## src/rtl/core/sm3_pkg.sv

```systemverilog
// Shared types and constants for the SM3 hash engine.
package sm3_pkg;

   localparam int WordWidth  = 32;
   localparam int BlockWords = 16;
   localparam int DigestWords = 8;
   localparam int Rounds     = 64;
   localparam int QueueDepthDefault = 4;

   localparam logic [31:0] TjLow  = 32'h79CC4519;
   localparam logic [31:0] TjHigh = 32'h7A879D8A;
   localparam logic [31:0] PadWord = 32'h8000_0000;
   localparam logic [7:0]  PadByte = 8'h80;

   typedef logic [31:0] word_type;

   // Word handed from the front end to the compression back end.
   typedef struct packed {
      word_type data;
      logic     final_word;   // second length word: emit digest after block
   } fwd_type;

   localparam word_type Iv [DigestWords] = '{
      32'h7380166F, 32'h4914B2B9, 32'h172442D7, 32'hDA8A0600,
      32'hA96F30BC, 32'h163138AA, 32'hE38DEE4D, 32'hB0FB0E4E
   };

   function automatic word_type rotl(input word_type x, input logic [4:0] n);
      logic [63:0] d;
      d = {x, x} << n;
      return d[63:32];
   endfunction

   function automatic word_type perm0(input word_type x);
      return x ^ rotl(x, 5'd9) ^ rotl(x, 5'd17);
   endfunction

   function automatic word_type perm1(input word_type x);
      return x ^ rotl(x, 5'd15) ^ rotl(x, 5'd23);
   endfunction

endpackage

```

## src/rtl/core/sm3_if.sv

```systemverilog
// Valid/ready channel interfaces for requests and digest words.
interface sm3_req_if;
   logic        valid;
   logic        ready;
   logic [31:0] message_word;
   logic [2:0]  valid_bytes;
   logic        last_word;
   modport source (output valid, message_word, valid_bytes, last_word, input ready);
   modport sink   (input valid, message_word, valid_bytes, last_word, output ready);
endinterface

interface sm3_rsp_if;
   logic        valid;
   logic        ready;
   logic [31:0] digest_word;
   logic [2:0]  digest_index;
   logic        digest_done;
   modport source (output valid, digest_word, digest_index, digest_done, input ready);
   modport sink   (input valid, digest_word, digest_index, digest_done, output ready);
endinterface

```

## src/rtl/core/sm3_ram.sv

```systemverilog
// Generic single-port-write, single-port-read RAM with registered read.
module sm3_ram #(
   parameter int Width = 32,
   parameter int Depth = 16
) (
   input  logic                     clock,
   input  logic                     wr_en,
   input  logic [$clog2(Depth)-1:0] wr_addr,
   input  logic [Width-1:0]         wr_data,
   input  logic [$clog2(Depth)-1:0] rd_addr,
   output logic [Width-1:0]         rd_data
);
   logic [Width-1:0] mem_ff [Depth];

   always_ff @(posedge clock) begin
      if (wr_en) begin
         mem_ff[wr_addr] <= wr_data;
      end
      rd_data <= mem_ff[rd_addr];
   end
endmodule

```

## src/rtl/core/sm3_front.sv

```systemverilog
// Front end: takes requests, pads the last one, emits a word stream.
module sm3_front
   import sm3_pkg::*;
(
   input  logic    clock,
   input  logic    reset,
   sm3_req_if.sink req,
   output logic    fwd_valid,
   output fwd_type fwd_data,
   input  logic    fwd_ready
);
   typedef enum logic [1:0] {S_IDLE, S_PAD, S_LEN_HI, S_LEN_LO} state_type;

   state_type   state_ff;
   logic [3:0]  count_ff;
   logic [63:0] len_ff;
   logic        pad80_ff;   // 0x80 word still owed (last word was full)

   logic [2:0]  vb;
   logic [63:0] len_last;
   word_type    keep_mask;
   word_type    pad_word;

   always_comb begin
      vb = (req.valid_bytes > 3'd4) ? 3'd4 : req.valid_bytes;
      len_last = len_ff + {58'd0, vb, 3'd0};
      keep_mask = (vb == 3'd0) ? '0 : ~(32'hFFFF_FFFF >> {vb[1:0], 3'd0});
      pad_word = (req.message_word & keep_mask) |
                 (word_type'(PadByte) << (5'd24 - {vb[1:0], 3'd0}));
   end

   assign req.ready = (state_ff == S_IDLE) && fwd_ready;

   always_comb begin
      fwd_valid = 1'b0;
      fwd_data  = '{data: '0, final_word: 1'b0};
      case (state_ff)
         S_IDLE: begin
            fwd_valid = req.valid;
            if (req.last_word && vb != 3'd4) begin
               fwd_data.data = pad_word;
            end else begin
               fwd_data.data = req.message_word;
            end
         end
         S_PAD: begin
            fwd_valid = 1'b1;
            fwd_data.data = pad80_ff ? PadWord : '0;
         end
         S_LEN_HI: begin
            fwd_valid = 1'b1;
            fwd_data.data = len_ff[63:32];
         end
         S_LEN_LO: begin
            fwd_valid = 1'b1;
            fwd_data.data = len_ff[31:0];
            fwd_data.final_word = 1'b1;
         end
         default: ;
      endcase
   end

   // count_ff wraps to zero on its own after the second length word (slot 15)
   always_ff @(posedge clock) begin
      if (reset) begin
         state_ff <= S_IDLE;
         count_ff <= '0;
         len_ff   <= '0;
         pad80_ff <= 1'b0;
      end else if (fwd_valid && fwd_ready) begin
         count_ff <= count_ff + 4'd1;
         case (state_ff)
            S_IDLE: begin
               if (!req.last_word) begin
                  len_ff <= len_ff + 64'd32;
               end else begin
                  len_ff   <= len_last;
                  pad80_ff <= (vb == 3'd4);
                  state_ff <= (vb != 3'd4 && count_ff == 4'd13) ? S_LEN_HI : S_PAD;
               end
            end
            S_PAD: begin
               pad80_ff <= 1'b0;
               if (count_ff == 4'd13) state_ff <= S_LEN_HI;
            end
            S_LEN_HI: state_ff <= S_LEN_LO;
            S_LEN_LO: begin
               state_ff <= S_IDLE;
               len_ff   <= '0;
            end
            default: state_ff <= S_IDLE;
         endcase
      end
   end
endmodule

```

## src/rtl/core/sm3_queue.sv

```systemverilog
// Small FIFO between front end and back end.
module sm3_queue
   import sm3_pkg::*;
#(
   parameter int Depth = QueueDepthDefault
) (
   input  logic    clock,
   input  logic    reset,
   input  logic    in_valid,
   input  fwd_type in_data,
   output logic    in_ready,
   output logic    out_valid,
   output fwd_type out_data,
   input  logic    out_ready
);
   localparam int AW = $clog2(Depth);

   fwd_type       slot_ff [Depth];
   logic [AW-1:0] wr_ff, rd_ff;
   logic [AW:0]   cnt_ff;
   logic          push, pop;

   assign in_ready  = (cnt_ff != (AW+1)'(Depth));
   assign out_valid = (cnt_ff != '0);
   assign out_data  = slot_ff[rd_ff];
   assign push = in_valid && in_ready;
   assign pop  = out_valid && out_ready;

   always_ff @(posedge clock) begin
      if (push) slot_ff[wr_ff] <= in_data;
      if (reset) begin
         wr_ff <= '0; rd_ff <= '0; cnt_ff <= '0;
      end else begin
         if (push) wr_ff <= (wr_ff == AW'(Depth-1)) ? '0 : wr_ff + 1'b1;
         if (pop)  rd_ff <= (rd_ff == AW'(Depth-1)) ? '0 : rd_ff + 1'b1;
         cnt_ff <= cnt_ff + (AW+1)'(push) - (AW+1)'(pop);
      end
   end
endmodule

```

## src/rtl/core/sm3_back.sv

```systemverilog
// Back end: block buffer, message schedule, 64 rounds, digest output.
module sm3_back
   import sm3_pkg::*;
(
   input  logic     clock,
   input  logic     reset,
   input  logic     in_valid,
   input  fwd_type  in_data,
   output logic     in_ready,
   sm3_rsp_if.source rsp
);
   typedef enum logic [2:0] {S_FILL, S_LOAD, S_ROUND, S_FOLD, S_OUT} state_type;

   state_type  state_ff;
   logic [3:0] wcnt_ff;
   logic [4:0] ld_ff;          // buffer read counter during load (0..16)
   logic [5:0] rnd_ff;
   logic [2:0] oidx_ff;
   logic       final_ff;
   word_type   cv_ff [DigestWords];
   word_type   v_ff  [DigestWords];
   word_type   w_ff  [BlockWords];   // sliding window of W[j..j+15]
   logic       rsp_valid_ff;
   word_type   rsp_word_ff;
   logic [2:0] rsp_idx_ff;

   logic     ram_we;
   word_type ram_q;
   logic [3:0] ram_ra;
   logic     out_load;

   assign in_ready = (state_ff == S_FILL);
   assign ram_we   = in_valid && in_ready;
   assign ram_ra   = ld_ff[3:0];
   assign out_load = (state_ff == S_OUT) && (!rsp_valid_ff || rsp.ready);

   sm3_ram #(.Width(WordWidth), .Depth(BlockWords)) u_buf (
      .clock, .wr_en(ram_we), .wr_addr(wcnt_ff), .wr_data(in_data.data),
      .rd_addr(ram_ra), .rd_data(ram_q)
   );

   // round datapath
   word_type tj, a12, ss1, ss2, ff, gg, tt1, tt2, wnew;
   always_comb begin
      tj  = rotl((rnd_ff < 6'd16) ? TjLow : TjHigh, rnd_ff[4:0]);
      a12 = rotl(v_ff[0], 5'd12);
      ss1 = rotl(a12 + v_ff[4] + tj, 5'd7);
      ss2 = ss1 ^ a12;
      if (rnd_ff < 6'd16) begin
         ff = v_ff[0] ^ v_ff[1] ^ v_ff[2];
         gg = v_ff[4] ^ v_ff[5] ^ v_ff[6];
      end else begin
         ff = (v_ff[0] & v_ff[1]) | (v_ff[0] & v_ff[2]) | (v_ff[1] & v_ff[2]);
         gg = (v_ff[4] & v_ff[5]) | (~v_ff[4] & v_ff[6]);
      end
      tt1 = ff + v_ff[3] + ss2 + (w_ff[0] ^ w_ff[4]);
      tt2 = gg + v_ff[7] + ss1 + w_ff[0];
      wnew = perm1(w_ff[0] ^ w_ff[7] ^ rotl(w_ff[13], 5'd15))
             ^ rotl(w_ff[3], 5'd7) ^ w_ff[10];
   end

   assign rsp.valid        = rsp_valid_ff;
   assign rsp.digest_word  = rsp_word_ff;
   assign rsp.digest_index = rsp_idx_ff;
   assign rsp.digest_done  = (rsp_idx_ff == 3'd7);

   always_ff @(posedge clock) begin
      if (reset) begin
         state_ff <= S_FILL;
         wcnt_ff  <= '0;
         ld_ff    <= '0;
         rnd_ff   <= '0;
         oidx_ff  <= '0;
         final_ff <= 1'b0;
         rsp_valid_ff <= 1'b0;
         for (int i = 0; i < DigestWords; i++) cv_ff[i] <= Iv[i];
      end else begin
         if (out_load) begin
            rsp_valid_ff <= 1'b1;
         end else if (rsp.valid && rsp.ready) begin
            rsp_valid_ff <= 1'b0;
         end
         case (state_ff)
            S_FILL: begin
               if (ram_we) begin
                  wcnt_ff <= wcnt_ff + 4'd1;
                  if (wcnt_ff == 4'd15) begin
                     final_ff <= in_data.final_word;
                     ld_ff    <= '0;
                     state_ff <= S_LOAD;
                  end
               end
            end
            S_LOAD: begin
               // RAM data appears in the cycle after its address
               ld_ff <= ld_ff + 5'd1;
               if (ld_ff != 5'd0) begin
                  for (int i = 0; i < BlockWords-1; i++) w_ff[i] <= w_ff[i+1];
                  w_ff[BlockWords-1] <= ram_q;
               end
               if (ld_ff == 5'd16) begin
                  for (int i = 0; i < DigestWords; i++) v_ff[i] <= cv_ff[i];
                  rnd_ff   <= '0;
                  state_ff <= S_ROUND;
               end
            end
            S_ROUND: begin
               v_ff[3] <= v_ff[2];
               v_ff[2] <= rotl(v_ff[1], 5'd9);
               v_ff[1] <= v_ff[0];
               v_ff[0] <= tt1;
               v_ff[7] <= v_ff[6];
               v_ff[6] <= rotl(v_ff[5], 5'd19);
               v_ff[5] <= v_ff[4];
               v_ff[4] <= perm0(tt2);
               for (int i = 0; i < BlockWords-1; i++) w_ff[i] <= w_ff[i+1];
               w_ff[BlockWords-1] <= wnew;
               rnd_ff <= rnd_ff + 6'd1;
               if (rnd_ff == 6'(Rounds-1)) state_ff <= S_FOLD;
            end
            S_FOLD: begin
               for (int i = 0; i < DigestWords; i++) cv_ff[i] <= cv_ff[i] ^ v_ff[i];
               oidx_ff  <= '0;
               state_ff <= final_ff ? S_OUT : S_FILL;
            end
            S_OUT: begin
               if (out_load) begin
                  rsp_word_ff  <= cv_ff[oidx_ff];
                  rsp_idx_ff   <= oidx_ff;
                  oidx_ff      <= oidx_ff + 3'd1;
                  if (oidx_ff == 3'd7) begin
                     for (int i = 0; i < DigestWords; i++) cv_ff[i] <= Iv[i];
                     state_ff <= S_FILL;
                  end
               end
            end
            default: state_ff <= S_FILL;
         endcase
      end
   end
endmodule

```

## src/rtl/core/sm3_hash_engine.sv

```systemverilog
// Top level of the SM3 hash engine: front end, word queue, compression back end.
//
// SM3 (GB/T 32905) hash engine. Requests carry one big-endian 32-bit message
// word, a count of valid leading bytes and a last flag; a request without the
// last flag always counts four bytes. The front end accepts one request per
// cycle while the word queue has room and, on the last request, generates the
// 0x80 pad, zero fill and 64-bit bit length itself (up to 18 extra words, one
// per cycle while the queue has room, during which no request is taken). The back
// end collects 16 words in a block RAM, then loads the schedule window, runs the
// 64 rounds (one round per cycle, the single round unit sets the rate) and folds
// into the chaining value; it takes no words of the next block until the fold
// is done and any digest is out. After the final block the eight digest
// words leave on the response channel, index 0 first, digest_done on index 7,
// and the engine re-arms with the initial value for the next message.
module sm3_hash_engine
   import sm3_pkg::*;
#(
   parameter int QueueDepth = QueueDepthDefault
) (
   input  logic       clock,
   input  logic       reset,
   sm3_req_if.sink    req,
   sm3_rsp_if.source  rsp
);
   logic    f_valid, f_ready, b_valid, b_ready;
   fwd_type f_data, b_data;

   sm3_front u_front (
      .clock, .reset, .req,
      .fwd_valid(f_valid), .fwd_data(f_data), .fwd_ready(f_ready)
   );

   sm3_queue #(.Depth(QueueDepth)) u_queue (
      .clock, .reset,
      .in_valid(f_valid), .in_data(f_data), .in_ready(f_ready),
      .out_valid(b_valid), .out_data(b_data), .out_ready(b_ready)
   );

   sm3_back u_back (
      .clock, .reset,
      .in_valid(b_valid), .in_data(b_data), .in_ready(b_ready), .rsp
   );
endmodule

```

## src/flat_wrapper.sv

```systemverilog
// flat-port wrapper written by rule: the top's interface ports become plain ports
module sm3_hash_engine_flat import sm3_pkg::*;
#(
   parameter int QueueDepth = QueueDepthDefault
)
  (clock, reset, req_valid, req_message_word, req_valid_bytes, req_last_word, req_ready, rsp_valid, rsp_digest_word, rsp_digest_index, rsp_digest_done, rsp_ready);
  sm3_req_if req_i ();
  sm3_rsp_if rsp_i ();
  input  logic clock;
  input  logic reset;
  input wire logic [$bits(req_i.valid)-1:0] req_valid;
  input wire logic [$bits(req_i.message_word)-1:0] req_message_word;
  input wire logic [$bits(req_i.valid_bytes)-1:0] req_valid_bytes;
  input wire logic [$bits(req_i.last_word)-1:0] req_last_word;
  output wire logic [$bits(req_i.ready)-1:0] req_ready;
  output wire logic [$bits(rsp_i.valid)-1:0] rsp_valid;
  output wire logic [$bits(rsp_i.digest_word)-1:0] rsp_digest_word;
  output wire logic [$bits(rsp_i.digest_index)-1:0] rsp_digest_index;
  output wire logic [$bits(rsp_i.digest_done)-1:0] rsp_digest_done;
  input wire logic [$bits(rsp_i.ready)-1:0] rsp_ready;
  assign req_i.valid = req_valid;
  assign req_i.message_word = req_message_word;
  assign req_i.valid_bytes = req_valid_bytes;
  assign req_i.last_word = req_last_word;
  assign req_ready = req_i.ready;
  assign rsp_valid = rsp_i.valid;
  assign rsp_digest_word = rsp_i.digest_word;
  assign rsp_digest_index = rsp_i.digest_index;
  assign rsp_digest_done = rsp_i.digest_done;
  assign rsp_i.ready = rsp_ready;
  sm3_hash_engine #(.QueueDepth(QueueDepth)) u_core (.clock(clock), .reset(reset), .req(req_i), .rsp(rsp_i));
endmodule
```

## config.mk

```make
export PLATFORM = sky130hd
export DESIGN_NAME = sm3_hash_engine_flat
export DESIGN_NICKNAME = d
export VERILOG_FILES = /design/src/rtl/core/sm3_pkg.sv /design/src/rtl/core/sm3_if.sv /design/src/rtl/core/sm3_ram.sv /design/src/rtl/core/sm3_front.sv /design/src/rtl/core/sm3_queue.sv /design/src/rtl/core/sm3_back.sv /design/src/rtl/core/sm3_hash_engine.sv /design/src/flat_wrapper.sv
export SDC_FILE = /design/constraint.sdc
export NUM_CORES = 2
export LEC_CHECK = 0
export BUFFER_PORTS_ARGS = -buffer_cell sky130_fd_sc_hd__buf_2
export CAP_MARGIN = 20
export CORE_MARGIN = 2
export CORE_UTILIZATION = 45
export CTS_CLUSTER_SIZE = 10
export DETAILED_ROUTE_END_ITERATION = 10
export PLACE_DENSITY = 0.71
export SLEW_MARGIN = 20
export SYNTH_ARGS = -nofsm -noshare
export SYNTH_HDL_FRONTEND = slang
export SYNTH_SLANG_ARGS = --single-unit
```

## constraint.sdc

```tcl
create_clock -name clock -period 23 [get_ports clock]
set_input_delay 4.6 -clock clock [delete_from_list [all_inputs] [get_ports clock]]
set_output_delay 4.6 -clock clock [all_outputs]
set_load 0.01 [all_outputs]
```

; ---- Word-level counts from Yosys, hierarchy flattened
; Memory sizes are Yosys's and may differ from the RTL's. A register that Yosys moved wholly into a read port is not among the register bits.
; Index checks and enable logic that the tools add are counted.
[totals]
ramBits = 1668
register_bits = 104
out_inout_bits = 38
elab_cells = 281
input_bits = 40
n_memories = 5
[op_classes]
n_mux = 104
bitwise_logic = 75
n_eq_ne = 26
n_reduce_logical = 31
n_shift = 3
add_sub_neg = 20
n_lt_le_gt_ge = 2
[memory_table]
columns = memory, depth, width, rd, rd_ports_with_merged_regs, wr, line_no
row1 = u_core.u_back.u_buf.mem_ff, 16, 32, 1, 1, 1, sm3_ram.sv:13  ; logic [Width-1:0] mem_ff [Depth];
row2 = u_core.u_back.w_ff, 16, 32, 16, 0, 16, sm3_back.sv:22  ; word_type w_ff [BlockWords];
row3 = u_core.u_back.cv_ff, 8, 32, 9, 1, 8, sm3_back.sv:20  ; word_type cv_ff [DigestWords];
row4 = u_core.u_back.v_ff, 8, 32, 8, 0, 8, sm3_back.sv:21  ; word_type v_ff [DigestWords];
row5 = u_core.u_queue.slot_ff, 4, 33, 1, 1, 1, sm3_queue.sv:18  ; fwd_type slot_ff [Depth];
[op_table]
columns = op, n
row1 = 2-to-1 mux 32 bit, 45
row2 = bitwise XOR 32 bit, 22
row3 = adder 32 bit, 8
row4 = AND 32 bit, 6
row5 = bitwise OR 32 bit, 4
row6 = one-hot mux 32 bit (4 select lines), 1
row7 = one-hot mux 64 bit (2 select lines), 1
row8 = adder 64 x 6 -> 64 bit, 1
row9 = "adder 64 x 6 -> 64 bit, second input constant", 1
row10 = 2-to-1 mux 64 bit, 1
row11 = NOT 32 bit, 2
row12 = << shifter 63 x 5 -> 64 bit, 1
row13 = bitwise OR 1 bit, 40
row14 = "<< shifter 8 x 5 -> 32 bit, first input constant", 1
row15 = ">> shifter 32 x 5 -> 32 bit, first input constant", 1
row16 = 2-to-1 mux 1 bit, 29
row17 = 2-to-1 mux 3 bit, 9
row18 = 2-to-1 mux 26 bit, 1
row19 = one-hot mux 3 bit (5 select lines), 1
row20 = AND reduction 3 bit, 5
row21 = 2-to-1 mux 2 bit, 7
row22 = "equality test 3 bit, second input constant", 4
row23 = "!= test 2 bit, second input constant", 6
row24 = one-hot mux 6 bit (2 select lines), 1
row25 = 37 further kinds, 63

; ---- Logic depth before layout (Yosys ltp)
; An unclocked memory read counts as a cell.
[logic_depth]
depth_word = 11
mapped_depth = 40
ltp_nobuf = 36

; ---- Modules after synthesis
; From an unflattened synthesis, not the netlist that was laid out.
[unflattened]
hier_cells = 6323
hier_area_um2 = 85246.8
[by_module_without_submodules]
columns = module, area_each_um2, cells_per_inst, seq_area_each_um2, n_inst
row1 = sm3_back, 55650.9, 4678, 30979.7, 1
row2 = sm3_ram, 19835.3, 838, 16015.4, 1
row3 = sm3_queue, 5235.0, 222, 4144.0, 1
row4 = sm3_front, 4525.6, 585, 1361.3, 1

; ---- Least setup slack after synthesis
; No wires, ideal clock.
[synth_timing]
path_kind = in2reg
startpoint = in reset
endpoint = mem u_core.u_back.v_ff[0][0] (netlist name), enable pin
t_arrival_ns = 15.626
setup_time_ns = 0.879
slack_ns = 6.495
path_stages = 3
required_ns = 22.121
path_buffers = 2
path_cell_list = clkbuf_1 clkbuf_1 nor2_1
[synth_lines]
columns = element, line_no
row1 = "start, declared", flat_wrapper.sv:10  ; input logic reset;
row2 = "end, declared", sm3_back.sv:21

==> flow_metrics.tcl <==
set metrics [dict create \
    status "completed" \
    num_io_pins 78 \
    setup_violations 0 \
    start_util_pct 45.2 \
    rsz0062_at_grt "no" \
    r2r_end "u_core.u_back.v_ff[1][6]$_DFFE_PP_" \
    slowest_stage "fa_1" \
    io_buffer_count 77 \
    detail_route.vias_per_cell 5.71 \
    drt_iter0_markers 5676 \
    path_clk_slew_ps 60 \
    fmax_mhz 99.6 \
    fin_crit_ps 10040 \
    grt_pass1_vias 49846 \
    cpPeakStageDelay_ps 580 \
    die-width_um 438 \
    cp_top_family "adder cells" \
    worst_pin_slew_ps 1120 \
    critPathArrivalTime_ps 10690 \
    vias 50990 \
    p_leak_nw 32.6 \
    die-area_um2 192000 \
    async_flop_share_pct 0 \
    nets 6638 \
    grt_max_degree 203 \
    drt_wl_total_um 234000 \
    cp_num_cells 36 \
    hpwl_um 161000 \
    crit_path_end "u_core.u_back.v_ff[1][6]$_DFFE_PP_" \
    cts_tree "done" \
    cts_setup_buffers 0 \
    criticalPathCategory "reg -> reg" \
    syn_to_final_growth_pct 11.1 \
    gr-total-overflow 0 \
    finClkSkew_ps 75.0 \
    synth_edf_count 1575 \
    core-area_um2 188000 \
    gp_congestion 0.974 \
    cts_max_path_buffers 3 \
    avgSynthCellArea_um2 13.7 \
    layout_worst_path_cycle_share_pct 43.7 \
    ant_nets 0 \
    reg2reg_depth 36 \
    postSynthCellCount 6187 \
    antenna_found_initial 3 \
    clock_latency_ps 870 \
    root_buffer "clkbuf_16" \
    dieHeight_um 438 \
    fin_util_pct 50.2 \
    crit_path_start "u_core.u_back.rnd_ff[5]$_SDFFE_PP0P_" \
    ys_seq_area_share_pct 61.9 \
    rrSetupSlack_ps 12960 \
    wire_per_inst_um 26.2 \
    ys_ff_latch 1835 \
    drcViolationCount 0 \
    irDropWorstVdd_mv 0.0748 \
    crit_required_ps 23650 \
    drive_above_1_share_pct 12.0 \
    grt_use_total_pct 24.3 \
    crit_fanout 39 \
    cp-end-kind "flop" \
    max-cap-violations 0 \
    synth.top_cell.area_share_pct 55.7 \
    ys_warn_count 0 \
    h-tree-depth 4 \
    numCtsBuffers 205 \
    drv_slew 0 \
    synth_largest_area_cell "edfxtp_1" \
    finalHoldViolCount 0 \
    num_rows 159 \
    hp-class "reg -> reg" \
    num-fill-cells 15577 \
    critical_path_buf_inv_count 5 \
    synth_cell_types 100 \
    cp-start-kind "flop" \
    n_antenna_cell 0 \
    cp_common_cell "fa_1" \
    grt_pass1_wl_um 341000 \
    synth_area_leaders "edfxtp_1, mux4_2, dfxtp_1, xnor2_1, fa_1" \
    slew_headroom_pct 25.0 \
    r2r_start "u_core.u_back.rnd_ff[5]$_SDFFE_PP0P_" \
    drt-pass1-iter-count 8 \
    synth.net_count 6540 \
    clock-sinks 1835 \
    cts_resized 0 \
    netlist_area_um2 84900 \
    final.setup.tns_ps 0 \
    synth_ff_type "edfxtp_1" \
    power_density_nw_per_um2 81.7 \
    cts_hold_buf 0 \
]
==> worst reg2reg max path: cells and delay by family, from the launching register on <==
kind | cells | cell delay (ps)
compound gates | 12 | 2600
simple gates | 9 | 1680
mux | 1 | 310
fa+ha+maj | 7 | 3080
flops | 1 | 340
buf+inv | 5 | 1060
xor+xnor | 2 | 770
==> cells by family after synthesis <==
group	count (synthesis)	synth area share, %
AO/OA/AOI/OAI	819	5.80
XOR/XNOR	678	7.07
adder cells (fa/ha/maj)	314	6.31
buffers and inverters	592	2.65
flip-flops	1835	61.9
multiplexers	378	8.32
AND/OR/NAND/NOR	1571	7.98
==> cells in the mapped netlist, types with 36 or more instances <==
library cell	count
nand3_1	53
dfxtp_1	260
edfxtp_1	1575
nand2_1	876
mux2i_1	72
o21ai_1	52
nor3_1	36
a21oi_1	208
and3_1	91
xnor2_1	481
o21ai_0	296
fa_1	190
clkbuf_1	216
xor2_1	192
mux4_2	257
ha_1	123
a21o_1	40
nor2_1	365
inv_1	333
mux2_2	49
==> sequential cells by signal, summed over array words and instances, names as in the netlist, 4 cells and up, named ones only <==
signal / count
u_core.u_back.u_buf.mem_ff: 512
u_core.u_back.w_ff: 512
u_core.u_back.cv_ff: 256
u_core.u_back.v_ff: 256
u_core.u_queue.slot_ff: 132
u_core.u_front.len_ff: 61
u_core.u_back.rsp.digest_word: 32
u_core.u_back.u_buf.rd_data: 32
u_core.u_back.rnd_ff: 6
u_core.u_back.ld_ff: 5
u_core.u_back.wcnt_ff: 4
u_core.u_front.count_ff: 4
==> cells in the final DEF, fill, tap and decap left out, types with 16 or more instances in the layout <==
master / Yosys / routed
a211oi_1: 16 / 16
a21o_1: 40 / 40
a21oi_1: 208 / 208
a222oi_1: 22 / 22
a31o_2: 21 / 21
a31oi_1: 23 / 22
and3_1: 91 / 91
buf_2: 2 / 78
buf_4: 1 / 66
clkbuf_1: 216 / 126
clkbuf_16: 0 / 211
dfxtp_1: 260 / 250
edfxtp_1: 1575 / 1575
fa_1: 190 / 190
ha_1: 123 / 123
inv_1: 333 / 333
mux2_2: 49 / 49
mux2i_1: 72 / 72
mux4_2: 257 / 257
nand2_1: 876 / 874
nand2b_1: 21 / 19
nand3_1: 53 / 53
nand4_1: 21 / 21
nor2_1: 365 / 349
nor2_4: 1 / 16
nor3_1: 36 / 31
o211ai_1: 20 / 20
o21ai_0: 296 / 296
o21ai_1: 52 / 52
or3_1: 26 / 26
xnor2_1: 481 / 481
xor2_1: 192 / 192
==> where the power goes <==
group          internal, W  leakage [nW]  switching (W)
Clock              0.00171          2.88        0.00130
Sequential         0.00399          16.3      0.0000590
Combinational     0.000191          13.5       0.000450
==> worst min path at each step <==
stage	startpoint	endpoint	slack, ps	depth (start not counted)
3_5_place_dp	u_core.u_back.w_ff[0][165]$_DFFE_PP_	u_core.u_back.w_ff[0][133]$_DFFE_PP_	400	0
2_1_floorplan	u_core.u_back.w_ff[0][32]$_DFFE_PP_	u_core.u_back.w_ff[0][0]$_DFFE_PP_	400	0
3_3_place_gp	u_core.u_back.w_ff[0][71]$_DFFE_PP_	u_core.u_back.w_ff[0][39]$_DFFE_PP_	400	0
4_1_cts	u_core.u_back.w_ff[1][58]$_DFFE_PP_	u_core.u_back.w_ff[1][26]$_DFFE_PP_	380	0
5_1_grt	u_core.u_back.w_ff[1][203]$_DFFE_PP_	u_core.u_back.w_ff[1][171]$_DFFE_PP_	390	0
6_report	u_core.u_back.w_ff[1][58]$_DFFE_PP_	u_core.u_back.w_ff[1][26]$_DFFE_PP_	370	0
==> layout make-up <==
cell class / count / area, um^2 / area share [%]
inverter: 335 / 1260 / 1.34
clock buffer: 339 / 5780 / 6.13
multi-input combinational: 3760 / 30300 / 32.2
sequential: 1835 / 52500 / 55.7
clock inverter: 18 / 305 / 0.324
timing repair buffer: 148 / 966 / 1.02
tap: 2495 / 3120 / 3.31
==> metal layers <==
metal / GRT usage (%) / wire length [um]
met1: 33.1 / 96200
met2: 38.7 / 111000
met3: 3.96 / 16700
met4: 10.1 / 10400
met5: 0 / 32
==> metrics by stage <==
stage / hold slack [ps] / std cells / area [um^2] / worst slack [ps] / power [W]
after global placement: 400 / 8571 / 88200 / 13240 / 0.00472
after floorplan: 400 / 6187 / 84900 / 6500 / 0.00450
final: 374 / 8930 / 94300 / 12960 / 0.00770
after detailed placement: 405 / 8572 / 88200 / 13120 / 0.00477
after global routing: 386 / 8930 / 94300 / 12290 / 0.00794
after CTS: 383 / 8929 / 94300 / 13010 / 0.00776
Power figures use the tool's default switching activity.
